### config.mk
export PLATFORM = sky130hd
export DESIGN_NAME = uart_boot_download_protocol
export DESIGN_NICKNAME = d
export VERILOG_FILES = /design/src/ubd_pkg.sv /design/src/uart_boot_download_protocol.sv /design/src/ubd_front.sv /design/src/ubd_job_fifo.sv /design/src/ubd_back.sv
export SDC_FILE = /design/constraint.sdc
export NUM_CORES = 1
export LEC_CHECK = 0
export CORE_MARGIN = 3
export CORE_UTILIZATION = 45
export CTS_CLUSTER_SIZE = 30
export DETAILED_ROUTE_END_ITERATION = 12
export DONT_BUFFER_PORTS = 1
export GPL_TIMING_DRIVEN = 0
export PLACE_DENSITY = 0.6
export SYNTH_ARGS = -nofsm -noshare
export SYNTH_HDL_FRONTEND = slang
export SYNTH_SLANG_ARGS = --single-unit
### constraint.sdc
create_clock -name clk -period 8.3 [get_ports clk]
set_input_delay 1.66 -clock clk [delete_from_list [all_inputs] [get_ports clk]]
set_output_delay 1.66 -clock clk [all_outputs]
set_load 0.03 [all_outputs]
### src/ubd_pkg.sv
// Shared types, codes and helpers of the UART boot download engine.
package ubd_pkg;

    localparam int JOB_DEPTH = 2;
    localparam int JOB_PTR_W = (JOB_DEPTH > 1) ? $clog2(JOB_DEPTH) : 1;
    localparam int JOB_CNT_W = $clog2(JOB_DEPTH + 1);

    localparam logic [7:0] BYTE_HELLO = 8'h81;
    localparam logic [7:0] BYTE_OK    = 8'h4F; // 'O'
    localparam logic [7:0] CMD_BAUD   = 8'h52; // 'R'
    localparam logic [7:0] CMD_ADDR   = 8'h53; // 'S'
    localparam logic [7:0] CMD_LOAD   = 8'h4C; // 'L'
    localparam logic [7:0] CMD_JUMP   = 8'h4A; // 'J'

    localparam logic [31:0] CONNECT_TIMEOUT_RST = 32'd20000000;
    localparam logic [31:0] FIELD_TIMEOUT_RST   = 32'd1000000;
    localparam logic [31:0] DATA_TIMEOUT_RST    = 32'd2000000;
    localparam logic [31:0] REMAP_LIMIT_RST     = 32'd65536;
    localparam logic [31:0] REMAP_BASE_RST      = 32'd0;

    typedef enum logic [1:0] {
        OP_START = 2'd0,
        OP_BYTE  = 2'd1,
        OP_ERROR = 2'd2,
        OP_TICK  = 2'd3
    } opcode_t;

    typedef enum logic [2:0] {
        CFG_CONNECT_TIMEOUT = 3'd0,
        CFG_FIELD_TIMEOUT   = 3'd1,
        CFG_DATA_TIMEOUT    = 3'd2,
        CFG_REMAP_LIMIT     = 3'd3,
        CFG_REMAP_BASE      = 3'd4
    } cfg_index_t;

    typedef enum logic [2:0] {
        PH_IDLE    = 3'd0,
        PH_CONNECT = 3'd1,
        PH_CMD     = 3'd2,
        PH_BAUD    = 3'd3,
        PH_ADDR    = 3'd4,
        PH_SIZE    = 3'd5,
        PH_DATA    = 3'd6
    } phase_t;

    typedef enum logic [2:0] {
        KIND_SEND  = 3'd0,
        KIND_WRITE = 3'd1,
        KIND_BAUD  = 3'd2,
        KIND_JUMP  = 3'd3,
        KIND_DONE  = 3'd4
    } kind_t;

    typedef enum logic [2:0] {
        ST_JUMPED  = 3'd0,
        ST_UNKNOWN = 3'd1,
        ST_RXERR   = 3'd2,
        ST_TIMEOUT = 3'd3,
        ST_REFUSED = 3'd4
    } status_t;

    typedef struct packed {
        kind_t       kind;
        logic [7:0]  tx_byte;
        logic [31:0] address;
        logic [31:0] value;
        status_t     status;
        logic        last;
    } res_t;

    // one or two results caused by one input transaction
    typedef struct packed {
        logic two;
        res_t r0;
        res_t r1;
    } job_t;

    function automatic res_t mk_res(kind_t k, logic [7:0] tx, logic [31:0] addr,
                                    logic [31:0] val, status_t st, logic lst);
        res_t r;
        r.kind    = k;
        r.tx_byte = tx;
        r.address = addr;
        r.value   = val;
        r.status  = st;
        r.last    = lst;
        return r;
    endfunction

endpackage

### src/uart_boot_download_protocol.sv
// Top level of the UART boot download protocol engine.
//
//  channel   handshake               payload
//  --------  ----------------------  ---------------------------------------------
//  input     push / full             opcode, rx_byte
//  result    empty / pop             kind, tx_byte, address, value, status, last
//  config    cfg_we (no back-press)  cfg_index, cfg_data
//
// Flow: the front end consumes one input transaction per cycle while full is low
// and updates the session state in that cycle; the sequencer puts out one result
// per cycle while the output register is free or popped, through a single output
// register, so an item with two results leaves it as two results, r0 then r1.
// Reset: asynchronous, active low; config registers return to their defaults,
// the session goes idle and the job queue and output register empty.
// Stalls: a two-entry job queue lets input keep flowing while pop is held low;
// full rises only when both queue entries are taken.
module uart_boot_download_protocol (
    input  logic        clk,
    input  logic        rst_n,
    // input queue side
    input  logic        push,
    output logic        full,
    input  logic [1:0]  opcode,
    input  logic [7:0]  rx_byte,
    // result queue side
    output logic        empty,
    input  logic        pop,
    output logic [2:0]  kind,
    output logic [7:0]  tx_byte,
    output logic [31:0] address,
    output logic [31:0] value,
    output logic [2:0]  status,
    output logic        last,
    // configuration write port
    input  logic        cfg_we,
    input  logic [2:0]  cfg_index,
    input  logic [31:0] cfg_data
);

    logic          accept;
    logic          job_push;
    ubd_pkg::job_t job_in, job_head;
    logic          q_empty, q_pop;
    logic          out_valid;
    ubd_pkg::res_t out_res;

    // items that cause no result still need a free slot, which keeps this simple
    assign accept = push && !full;

    ubd_front u_front (
        .clk       (clk),
        .rst_n     (rst_n),
        .cfg_we    (cfg_we),
        .cfg_index (cfg_index),
        .cfg_data  (cfg_data),
        .accept    (accept),
        .opcode    (opcode),
        .rx_byte   (rx_byte),
        .job_push  (job_push),
        .job       (job_in)
    );

    // push only on an accepted transaction that produced results
    ubd_job_fifo u_fifo (
        .clk   (clk),
        .rst_n (rst_n),
        .push  (accept && job_push),
        .wdata (job_in),
        .full  (full),
        .pop   (q_pop),
        .empty (q_empty),
        .rdata (job_head)
    );

    ubd_back u_back (
        .clk       (clk),
        .rst_n     (rst_n),
        .q_empty   (q_empty),
        .q_head    (job_head),
        .q_pop     (q_pop),
        .pop       (pop),
        .out_valid (out_valid),
        .out_res   (out_res)
    );

    assign empty   = !out_valid;
    assign kind    = out_res.kind;
    assign tx_byte = out_res.tx_byte;
    assign address = out_res.address;
    assign value   = out_res.value;
    assign status  = out_res.status;
    assign last    = out_res.last;

endmodule

### src/ubd_front.sv
// Protocol front end: config registers, session state, result job build.
module ubd_front (
    input  logic                clk,
    input  logic                rst_n,
    input  logic                cfg_we,
    input  logic [2:0]          cfg_index,
    input  logic [31:0]         cfg_data,
    input  logic                accept,
    input  logic [1:0]          opcode,
    input  logic [7:0]          rx_byte,
    output logic                job_push,
    output ubd_pkg::job_t       job
);

    logic [31:0] conn_to_reg, field_to_reg, data_to_reg, remap_limit_reg, remap_base_reg;

    ubd_pkg::phase_t phase_reg, phase_next;
    logic [31:0] shift_reg, shift_next;
    logic [1:0]  count_reg, count_next;
    logic [31:0] load_addr_reg, load_addr_next;
    logic [10:0] left_reg, left_next;
    logic [31:0] wait_reg, wait_next;

    logic [31:0] lim_raw, lim, wait_inc, shift_new, remapped;
    logic [10:0] left_dec;

    always_ff @(posedge clk or negedge rst_n)
    begin
        if (!rst_n)
        begin
            conn_to_reg     <= ubd_pkg::CONNECT_TIMEOUT_RST;
            field_to_reg    <= ubd_pkg::FIELD_TIMEOUT_RST;
            data_to_reg     <= ubd_pkg::DATA_TIMEOUT_RST;
            remap_limit_reg <= ubd_pkg::REMAP_LIMIT_RST;
            remap_base_reg  <= ubd_pkg::REMAP_BASE_RST;
        end
        else if (cfg_we)
        begin
            case (ubd_pkg::cfg_index_t'(cfg_index))
                ubd_pkg::CFG_CONNECT_TIMEOUT: conn_to_reg     <= cfg_data;
                ubd_pkg::CFG_FIELD_TIMEOUT:   field_to_reg    <= cfg_data;
                ubd_pkg::CFG_DATA_TIMEOUT:    data_to_reg     <= cfg_data;
                ubd_pkg::CFG_REMAP_LIMIT:     remap_limit_reg <= cfg_data;
                ubd_pkg::CFG_REMAP_BASE:      remap_base_reg  <= cfg_data;
                default: ;
            endcase
        end
    end

    always_ff @(posedge clk or negedge rst_n)
    begin
        if (!rst_n)
        begin
            phase_reg     <= ubd_pkg::PH_IDLE;
            shift_reg     <= '0;
            count_reg     <= '0;
            load_addr_reg <= '0;
            left_reg      <= '0;
            wait_reg      <= '0;
        end
        else if (accept)
        begin
            phase_reg     <= phase_next;
            shift_reg     <= shift_next;
            count_reg     <= count_next;
            load_addr_reg <= load_addr_next;
            left_reg      <= left_next;
            wait_reg      <= wait_next;
        end
    end

    // timeout of zero behaves as one
    always_comb
    begin
        case (phase_reg)
            ubd_pkg::PH_CONNECT: lim_raw = conn_to_reg;
            ubd_pkg::PH_DATA:    lim_raw = data_to_reg;
            default:             lim_raw = field_to_reg;
        endcase
        lim       = (lim_raw == 32'd0) ? 32'd1 : lim_raw;
        wait_inc  = wait_reg + 32'd1;
        shift_new = shift_reg;
        case (count_reg)
            2'd0:    shift_new[7:0]   = shift_reg[7:0]   | rx_byte;
            2'd1:    shift_new[15:8]  = shift_reg[15:8]  | rx_byte;
            2'd2:    shift_new[23:16] = shift_reg[23:16] | rx_byte;
            default: shift_new[31:24] = shift_reg[31:24] | rx_byte;
        endcase
        remapped = (shift_new < remap_limit_reg) ? shift_new + remap_base_reg : shift_new;
        left_dec = (left_reg != 11'd0) ? left_reg - 11'd1 : left_reg;
    end

    always_comb
    begin
        phase_next     = phase_reg;
        shift_next     = shift_reg;
        count_next     = count_reg;
        load_addr_next = load_addr_reg;
        left_next      = left_reg;
        wait_next      = wait_reg;
        job_push       = 1'b0;
        job            = '0;

        case (ubd_pkg::opcode_t'(opcode))
            ubd_pkg::OP_START:
            begin
                phase_next     = ubd_pkg::PH_CONNECT;
                shift_next     = '0;
                count_next     = '0;
                load_addr_next = '0;
                left_next      = '0;
                wait_next      = '0;
                job_push       = 1'b1;
                job.r0 = ubd_pkg::mk_res(ubd_pkg::KIND_SEND, ubd_pkg::BYTE_HELLO, '0, '0,
                                         ubd_pkg::ST_JUMPED, 1'b1);
            end
            ubd_pkg::OP_ERROR:
            begin
                if (phase_reg != ubd_pkg::PH_IDLE)
                begin
                    phase_next = ubd_pkg::PH_IDLE;
                    job_push   = 1'b1;
                    job.r0 = ubd_pkg::mk_res(ubd_pkg::KIND_DONE, '0, '0, '0,
                                             ubd_pkg::ST_RXERR, 1'b1);
                end
            end
            ubd_pkg::OP_TICK:
            begin
                if (phase_reg != ubd_pkg::PH_IDLE && phase_reg != ubd_pkg::PH_CMD)
                begin
                    wait_next = wait_inc;
                    if (wait_inc >= lim)
                    begin
                        phase_next = ubd_pkg::PH_IDLE;
                        job_push   = 1'b1;
                        job.r0 = ubd_pkg::mk_res(ubd_pkg::KIND_DONE, '0, '0, '0,
                                                 ubd_pkg::ST_TIMEOUT, 1'b1);
                    end
                end
            end
            default: // received byte
            begin
                case (phase_reg)
                    ubd_pkg::PH_CONNECT:
                    begin
                        if (rx_byte == ubd_pkg::BYTE_OK)
                        begin
                            phase_next = ubd_pkg::PH_CMD;
                        end
                        else
                        begin
                            phase_next = ubd_pkg::PH_IDLE;
                            job_push   = 1'b1;
                            job.r0 = ubd_pkg::mk_res(ubd_pkg::KIND_DONE, '0, '0, '0,
                                                     ubd_pkg::ST_REFUSED, 1'b1);
                        end
                    end
                    ubd_pkg::PH_CMD:
                    begin
                        shift_next = '0;
                        count_next = '0;
                        wait_next  = '0;
                        if (rx_byte == ubd_pkg::CMD_BAUD)
                        begin
                            phase_next = ubd_pkg::PH_BAUD;
                        end
                        else if (rx_byte == ubd_pkg::CMD_ADDR)
                        begin
                            phase_next = ubd_pkg::PH_ADDR;
                        end
                        else if (rx_byte == ubd_pkg::CMD_LOAD)
                        begin
                            phase_next = ubd_pkg::PH_SIZE;
                        end
                        else
                        begin
                            // leave field state as it was
                            shift_next = shift_reg;
                            count_next = count_reg;
                            wait_next  = wait_reg;
                            phase_next = ubd_pkg::PH_IDLE;
                            job_push   = 1'b1;
                            if (rx_byte == ubd_pkg::CMD_JUMP)
                            begin
                                job.two = 1'b1;
                                job.r0 = ubd_pkg::mk_res(ubd_pkg::KIND_JUMP, '0,
                                                         load_addr_reg, '0,
                                                         ubd_pkg::ST_JUMPED, 1'b0);
                                job.r1 = ubd_pkg::mk_res(ubd_pkg::KIND_DONE, '0, '0, '0,
                                                         ubd_pkg::ST_JUMPED, 1'b1);
                            end
                            else
                            begin
                                job.r0 = ubd_pkg::mk_res(ubd_pkg::KIND_DONE, '0, '0, '0,
                                                         ubd_pkg::ST_UNKNOWN, 1'b1);
                            end
                        end
                    end
                    ubd_pkg::PH_BAUD, ubd_pkg::PH_ADDR:
                    begin
                        shift_next = shift_new;
                        if (count_reg != 2'd3)
                        begin
                            count_next = count_reg + 2'd1;
                        end
                        else
                        begin
                            count_next = '0;
                            phase_next = ubd_pkg::PH_CMD;
                            job_push   = 1'b1;
                            if (phase_reg == ubd_pkg::PH_BAUD)
                            begin
                                job.two = 1'b1;
                                job.r0 = ubd_pkg::mk_res(ubd_pkg::KIND_BAUD, '0, '0,
                                                         shift_new, ubd_pkg::ST_JUMPED,
                                                         1'b0);
                                job.r1 = ubd_pkg::mk_res(ubd_pkg::KIND_SEND,
                                                         ubd_pkg::BYTE_OK, '0, '0,
                                                         ubd_pkg::ST_JUMPED, 1'b1);
                            end
                            else
                            begin
                                load_addr_next = remapped;
                                job.r0 = ubd_pkg::mk_res(ubd_pkg::KIND_SEND,
                                                         ubd_pkg::BYTE_OK, '0, '0,
                                                         ubd_pkg::ST_JUMPED, 1'b1);
                            end
                        end
                    end
                    ubd_pkg::PH_SIZE:
                    begin
                        left_next  = {1'b0, rx_byte, 2'b00} + 11'd4;
                        phase_next = ubd_pkg::PH_DATA;
                        wait_next  = '0;
                    end
                    ubd_pkg::PH_DATA:
                    begin
                        load_addr_next = load_addr_reg + 32'd1;
                        left_next      = left_dec;
                        job_push       = 1'b1;
                        job.r0 = ubd_pkg::mk_res(ubd_pkg::KIND_WRITE, '0, load_addr_reg,
                                                 {24'd0, rx_byte}, ubd_pkg::ST_JUMPED,
                                                 (left_dec != 11'd0));
                        if (left_dec == 11'd0)
                        begin
                            phase_next = ubd_pkg::PH_CMD;
                            job.two    = 1'b1;
                            job.r1 = ubd_pkg::mk_res(ubd_pkg::KIND_SEND, ubd_pkg::BYTE_OK,
                                                     '0, '0, ubd_pkg::ST_JUMPED, 1'b1);
                        end
                    end
                    default: ; // idle: byte ignored
                endcase
            end
        endcase
    end

endmodule

### src/ubd_job_fifo.sv
// Short job queue between the protocol front end and the result sequencer.
module ubd_job_fifo (
    input  logic          clk,
    input  logic          rst_n,
    input  logic          push,
    input  ubd_pkg::job_t wdata,
    output logic          full,
    input  logic          pop,
    output logic          empty,
    output ubd_pkg::job_t rdata
);

    ubd_pkg::job_t                  mem_reg [ubd_pkg::JOB_DEPTH];
    logic [ubd_pkg::JOB_PTR_W-1:0]  wr_reg, rd_reg;
    logic [ubd_pkg::JOB_CNT_W-1:0]  cnt_reg;
    logic                           do_push, do_pop;

    assign full    = (cnt_reg == ubd_pkg::JOB_CNT_W'(ubd_pkg::JOB_DEPTH));
    assign empty   = (cnt_reg == '0);
    assign do_push = push && !full;
    assign do_pop  = pop && !empty;
    assign rdata   = mem_reg[rd_reg];

    always_ff @(posedge clk)
    begin
        if (do_push)
        begin
            mem_reg[wr_reg] <= wdata;
        end
    end

    always_ff @(posedge clk or negedge rst_n)
    begin
        if (!rst_n)
        begin
            wr_reg  <= '0;
            rd_reg  <= '0;
            cnt_reg <= '0;
        end
        else
        begin
            if (do_push)
            begin
                wr_reg <= (wr_reg == ubd_pkg::JOB_PTR_W'(ubd_pkg::JOB_DEPTH - 1))
                          ? '0 : wr_reg + ubd_pkg::JOB_PTR_W'(1);
            end
            if (do_pop)
            begin
                rd_reg <= (rd_reg == ubd_pkg::JOB_PTR_W'(ubd_pkg::JOB_DEPTH - 1))
                          ? '0 : rd_reg + ubd_pkg::JOB_PTR_W'(1);
            end
            case ({do_push, do_pop})
                2'b10:   cnt_reg <= cnt_reg + ubd_pkg::JOB_CNT_W'(1);
                2'b01:   cnt_reg <= cnt_reg - ubd_pkg::JOB_CNT_W'(1);
                default: ;
            endcase
        end
    end

endmodule

### src/ubd_back.sv
// Result sequencer: splits each job into results and holds the output register.
module ubd_back (
    input  logic          clk,
    input  logic          rst_n,
    input  logic          q_empty,
    input  ubd_pkg::job_t q_head,
    output logic          q_pop,
    input  logic          pop,
    output logic          out_valid,
    output ubd_pkg::res_t out_res
);

    logic          out_valid_reg, out_valid_next;
    ubd_pkg::res_t out_res_reg, out_res_next;
    logic          sel_reg, sel_next;
    logic          take;

    always_comb
    begin
        take           = (!out_valid_reg || pop) && !q_empty;
        q_pop          = take && (sel_reg || !q_head.two);
        out_valid_next = out_valid_reg && !pop;
        out_res_next   = out_res_reg;
        sel_next       = sel_reg;
        if (take)
        begin
            out_valid_next = 1'b1;
            out_res_next   = sel_reg ? q_head.r1 : q_head.r0;
            sel_next       = !q_pop;
        end
    end

    always_ff @(posedge clk or negedge rst_n)
    begin
        if (!rst_n)
        begin
            out_valid_reg <= 1'b0;
            sel_reg       <= 1'b0;
        end
        else
        begin
            out_valid_reg <= out_valid_next;
            sel_reg       <= sel_next;
        end
    end

    always_ff @(posedge clk)
    begin
        out_res_reg <= out_res_next;
    end

    assign out_valid = out_valid_reg;
    assign out_res   = out_res_reg;

endmodule

* Word level (Yosys, flattened, before mapping)
Memory sizes are Yosys's and may differ from the RTL's.
Index checks and enable logic that the tools add are counted.
** Storage, ports and cells
- Flip-flop bits (word level) :: 357
- Memory bits (writable) :: 318
- Input bits :: 50
- Output and inout port bits :: 81
- Memories kept :: 1
** Operators by class
- Add/subtract/negate cells :: 10
- Order comparisons :: 2
- Eq/ne operators :: 33
- Multiplexer cells :: 78
- Bitwise operators :: 6
- Reduce and logical (&&, ||, !) cells :: 45
** Memories
- u_fifo.mem_reg :: depth 2, bits a word 159, rd ports 1, clocked after Yosys merged registers in 0, wr ports 1, line ubd_job_fifo.sv:13 : ubd_pkg::job_t mem_reg [ubd_pkg::JOB_DEPTH];
** Operator list (count)
- $mux W159 :: 4
- $mux W79 :: 8
- $pmux W79 S3 :: 2
- $pmux W32 S2 :: 6
- $pmux W79 S4 :: 1
- $mux W32 :: 8
- $mux W75 :: 2
- $pmux W32 S3 :: 1
- $mux W78 :: 1
- $add A32 B1 Y32 const B :: 2
- $pmux W11 S2 :: 2
- $eq A8 B7 Y1 const B :: 5
- $add A32 B32 Y32 :: 1
- $ge A32 B32 Y1 :: 1
- $logic_not A32 Y1 :: 1
- $lt A32 B32 Y1 :: 1
- $mux W8 :: 4
- $or A8 B8 Y8 :: 4
- $mux W3 :: 8
- $reduce_bool A11 Y1 :: 2
- $mux W1 :: 17
- $pmux W3 S5 :: 1
- $eq A3 B2 Y1 const B :: 4
- $eq A3 B3 Y1 const B :: 4
- 39 further kinds :: 84

* Depth between registers and ports, before layout
- Word-level depth :: 12
- Depth in mapped cells :: 24

* Cells and area by module
From an unflattened synthesis, not the netlist that was laid out.
** Second synthesis, totals
- Cells, all modules :: 2702
- Area, all modules :: 34286.6 µm²
** Modules (own cells, without submodules)
- ubd_front :: times used 1, cells each 2010, area each 18372.6 µm², seq. area each 6835.3 µm²
- ubd_job_fifo :: times used 1, cells each 513, area each 12074.1 µm², seq. area each 9649.3 µm²
- ubd_back :: times used 1, cells each 176, area each 3821.2 µm², seq. area each 2422.3 µm²
- uart_boot_download_protocol :: times used 1, cells each 3, area each 18.8 µm², seq. area each 0.0 µm²

* Worst setup path before layout
Ideal clock, no wire load.
- Path type :: register to register
- From :: reg u_front.wait_reg[3]
- To :: mem u_fifo.mem_reg[0][0] in the netlist's numbering, enable pin
- Library setup time :: 0.522 ns
- Data arrival time :: 7.473 ns
- Required time :: 7.778 ns
- Path slack :: 0.305 ns
- Cell stages (with the launch flop) :: 18
- Buffers on the path :: 1
- Period minus slack after synthesis :: 7.995 ns
- Path through :: dfrtp_1 clkbuf_1 nand4_1 nor3_1 nand3_1 nor2_2 and3_1 xor2_1 ha_1 nand4_1 or2_0 or4_1 nor4_1 a211oi_1 nor3b_2 o21ai_2 a211oi_4 nor2b_1
** Between the ends
- Word-level cells in the longest chain between the ends :: 9
** Ends and longest elaborated chain
- start: declaration :: line ubd_front.sv:22 : logic [31:0] wait_reg, wait_next;
- start signal: assignment :: line ubd_front.sv:68 : wait_reg <= wait_next;
- $add A32 B1 Y32 :: line ubd_front.sv:81 : wait_inc = wait_reg + 32'd1;
- $ge A32 B32 Y1 :: line ubd_front.sv:132 : if (wait_inc >= lim)
- $mux W1 :: line ubd_front.sv:132
- $mux W1 :: line ubd_front.sv:129 : if (phase_reg != ubd_pkg::PH_IDLE && phase_reg != ubd_pkg::PH_CMD)
- $pmux W1 S3 :: line ubd_front.sv:104 : case (ubd_pkg::opcode_t'(opcode))
- $logic_and A1 B1 Y1 :: line uart_boot_download_protocol.sv:67 : .push (accept && job_push),
- $logic_and A1 B1 Y1 :: line ubd_job_fifo.sv:20 : assign do_push = push && !full;
- $mux W1 :: line ubd_job_fifo.sv:26 : if (do_push)
- $mux W1 (not written as such) :: line ubd_job_fifo.sv:28 : mem_reg[wr_reg] <= wdata;
- end: declaration :: line ubd_job_fifo.sv:13
Every way passes these cells.

* Final worst setup path
- From :: reg u_front.phase_reg[0]
- To :: mem u_fifo.mem_reg[0][140] in the netlist's numbering, enable pin
** Between the ends
- Word-level cells in the longest chain between the ends :: 12
** Ends and longest elaborated chain
- start: declaration :: line ubd_front.sv:17 : ubd_pkg::phase_t phase_reg, phase_next;
- start signal: assignment :: line ubd_front.sv:54 : phase_reg <= ubd_pkg::PH_IDLE;
- start signal: assignment :: line ubd_front.sv:63 : phase_reg <= phase_next;
- $eq A3 B3 Y1 / $eq A3 B1 Y1 (equally long branches) :: line ubd_front.sv:75, ubd_front.sv:143
- $pmux W32 S2 :: line ubd_front.sv:75 : case (phase_reg)
- $logic_not A32 Y1 :: line ubd_front.sv:80 : lim = (lim_raw == 32'd0) ? 32'd1 : lim_raw;
- $mux W32 :: line ubd_front.sv:80
- $ge A32 B32 Y1 :: line ubd_front.sv:132
- $mux W1 :: line ubd_front.sv:132
- $mux W1 :: line ubd_front.sv:129
- $pmux W1 S3 * :: line ubd_front.sv:104
- $logic_and A1 B1 Y1 * :: line uart_boot_download_protocol.sv:67
- $logic_and A1 B1 Y1 * :: line ubd_job_fifo.sv:20
- $mux W1 * :: line ubd_job_fifo.sv:26
- $mux W1 (not written as such) * :: line ubd_job_fifo.sv:28
Mark *: on every way between the ends. The rest lies on a longest branch, timed or not.

==> metrics.txt <==
TritonRoute pass-1 iters=5; post-synth top area share=0.268; Largest register FFs=154; wire per inst=22.1 um; vias in the first global route=18100; Final Setup Violations=0; Final Critical Period=6.99 ns; initial core utilization=0.460; PostCTS Resize Cnt=0; initial antenna violation count=3; CTS tree=done; number of I/O port buffers=0; grt ovf=0; Layout area overhead=11.3%; first-pass GRT wire length=108000 um; top post-synthesis cells by count=255 x dfrtp_1, 228 x edfxtp_1, 197 x nor2_1; Worst Hold End=u_front.shift_reg[5]; Worst R2R Path Depth=22; via/cell ratio=5.78; CTS Hold Bufs=0; worst slew pin tran=1.36 ns; die height=244 um; arrival time at the worst endpoint=7.33 ns; Critical Path RT=8.64 ns; row cnt=86; most common cell in the netlist=dfrtp_1; ys async rst share=0.549; Sink Count=506; Synth Register Bits=506; I/O pin count=131; RePlAce Congestion=0.942; number of CTS-inserted buffers=54; Iter 0 DRT Violations=1483; post-DP HPWL=51500 um; ranking of synthesized cells by area=edfxtp_1 27%, dfrtp_1 25%, mux2_2 7.0%, ha_1 5.4%, mux2i_1 3.1%; slowest CP cell=a211oi_1; P_leak=11.9 nW; CTS clk-pin slew, worst paths=0.06 ns; Hold Fails Final Rpt=0; Setup crit start kind=flop; HP Start=u_front.shift_reg[5]; FF/Latch Area=0.0138 mm^2; Post-synth EDFFs=228; DIE AREA=0.0598 mm^2; Main synth FF type=dfrtp_1; post-CTS setup buffer count=0; share of layout cells above drive strength 1=0.130; worst skew pair latency=0.61 ns; Fill cells=4931; hold path depth=2; Finished Core Util=0.512; Nets=2527; synth warn=0; Total GRT Usage=0.233; crit-path cells=buf_2 > nor2b_1 > and2_1 > clkbuf_1 > nor2_1 > clkbuf_1 > a21oi_1 > nand4_1 > or4_1 > o21ai_1 > ha_1 > nand2b_1 > a21o_1 > a211oi_1 > o31ai_1 > a211oi_1 > nor3b_2 > o21ai_2 > a211oi_4 > nor2b_4 > buf_12 > buf_12; R2R Path Start=u_front.phase_reg[0]; Critical R2R Capture=u_fifo.mem_reg[0][140]; pwr dens=307 mW/mm^2; drt total wl=69900 um; Pins Over Slew Limit=0; Multi-input gate area=0.0109 mm^2; RSZ-0062 raised after global routing=no; maxcap violations=0; Clock Path Buffers=3; Via Count=18300; worst-path maximum fanout=31; Worst Hold Class=flop to flop; CP max stage delay=0.81 ns; WHS=0.476 ns; FF-to-FF setup slack=1.31 ns; post-route ant nets=0; CP Capture Type=flop; fmax=0.143 GHz; area leader, netlist=edfxtp_1; Synth Cell Area=0.0256 mm^2; largest net degree at the start of global routing=279; Unique masters post-synth=74; period utilization=0.842; critical path class=flop to flop; Core Region=0.0556 mm^2; Slew headroom=0.0827; H-tree Lvls=2; status=finished clean; Worst VDD drop=234 uV; Cells after Synth=2306; DRC Markers=0; root buffer selected by CTS=clkbuf_16; Avg Inst Size Synth=11.1 um^2; sequential fraction of the synthesis area=0.540; worst clock skew=0.0192 ns; die width=244 um
-- layout make-up --
type	count	share of cell area
clock inverter	24	0.0113
buffer	123	0.0174
multi-input combinational	1579	0.383
sequential	506	0.486
antenna	2	0.000176
clock buffer	78	0.0542
tap	748	0.0329
inverter	99	0.0131
timing repair buffer	3	0.00237
-- through the flow --
stage                     std cells  power (mW)  TNS, ns  cell area, um^2  setup WS, ns
after floorplan                2307        5.56        0            25600         0.305
after global placement         3055        6.25  -242.50            26500         -2.90
after detailed placement       3058        6.30        0            26600          1.43
after CTS                      3160        8.83        0            28500          1.41
after global routing           3160        9.23        0            28500          1.04
final                          3162        8.75        0            28500          1.31
-- critical path, delay by kind of cell (launching register included) --
kind	cells	cell delay [ns]
flip-flops	1	0.31
buffers and inverters	5	1.47
AO/OA/AOI/OAI	8	2.63
AND/OR/NAND/NOR	8	2.03
adder cells (fa/ha/maj)	1	0.25
-- where the power goes --
part	internal (mW)	switching [mW]	total, mW	leakage, nW
Combinational	0.868	1.39	2.26	5.37
Sequential	3.31	0.685	3.99	5.64
Clock	1.51	0.996	2.50	0.898
-- cells by family after synthesis --
group,share of synthesized area
buffers and inverters,0.0339
AOI/OAI and AO/OA,0.128
and+or+nand+nor,0.116
adders and majority gates,0.0546
other,0.000147
DFF,0.540
muxes,0.104
xor gates and xnor gates,0.0233
-- routing by layer --
metal / track usage / wire [um] / up-vias
met5: 0 / 18 / -
met4: 0.0724 / 2230 / 2
met3: 0.0388 / 3790 / 127
met2: 0.391 / 33300 / 557
met1: 0.310 / 30600 / 9080
li1: - / - / 8511
-- how the worst max path moves through the flow --
stage / startpoint / end / slack [ns] / depth (start not counted)
after detailed placement: u_front.phase_reg[0] / u_fifo.mem_reg[0][143] / 1.43 / 22
final: u_front.phase_reg[0] / u_fifo.mem_reg[0][140] / 1.31 / 22
after global placement: u_front.phase_reg[0] / u_fifo.mem_reg[0][141] / -2.90 / 20
after global routing: u_front.phase_reg[0] / u_fifo.mem_reg[0][140] / 1.04 / 22
after floorplan: u_front.wait_reg[3] / u_fifo.mem_reg[0][0] / 0.30 / 17
after CTS: u_front.phase_reg[0] / u_fifo.mem_reg[0][140] / 1.41 / 22
-- cell usage in the layout, fill, tap and decap left out, drive strengths merged, types with 35 or more instances in the layout --
| cell | instances |
|---|---|
| a21oi | 153 |
| a22o | 35 |
| and2 | 46 |
| clkbuf | 172 |
| dfrtp | 255 |
| edfxtp | 228 |
| ha | 110 |
| inv | 98 |
| mux2 | 161 |
| mux2i | 78 |
| nand2 | 192 |
| nand3 | 50 |
| nor2 | 199 |
| o21ai | 136 |
| o31ai | 49 |
| xor2 | 37 |
(Power assumes the default switching activity.)
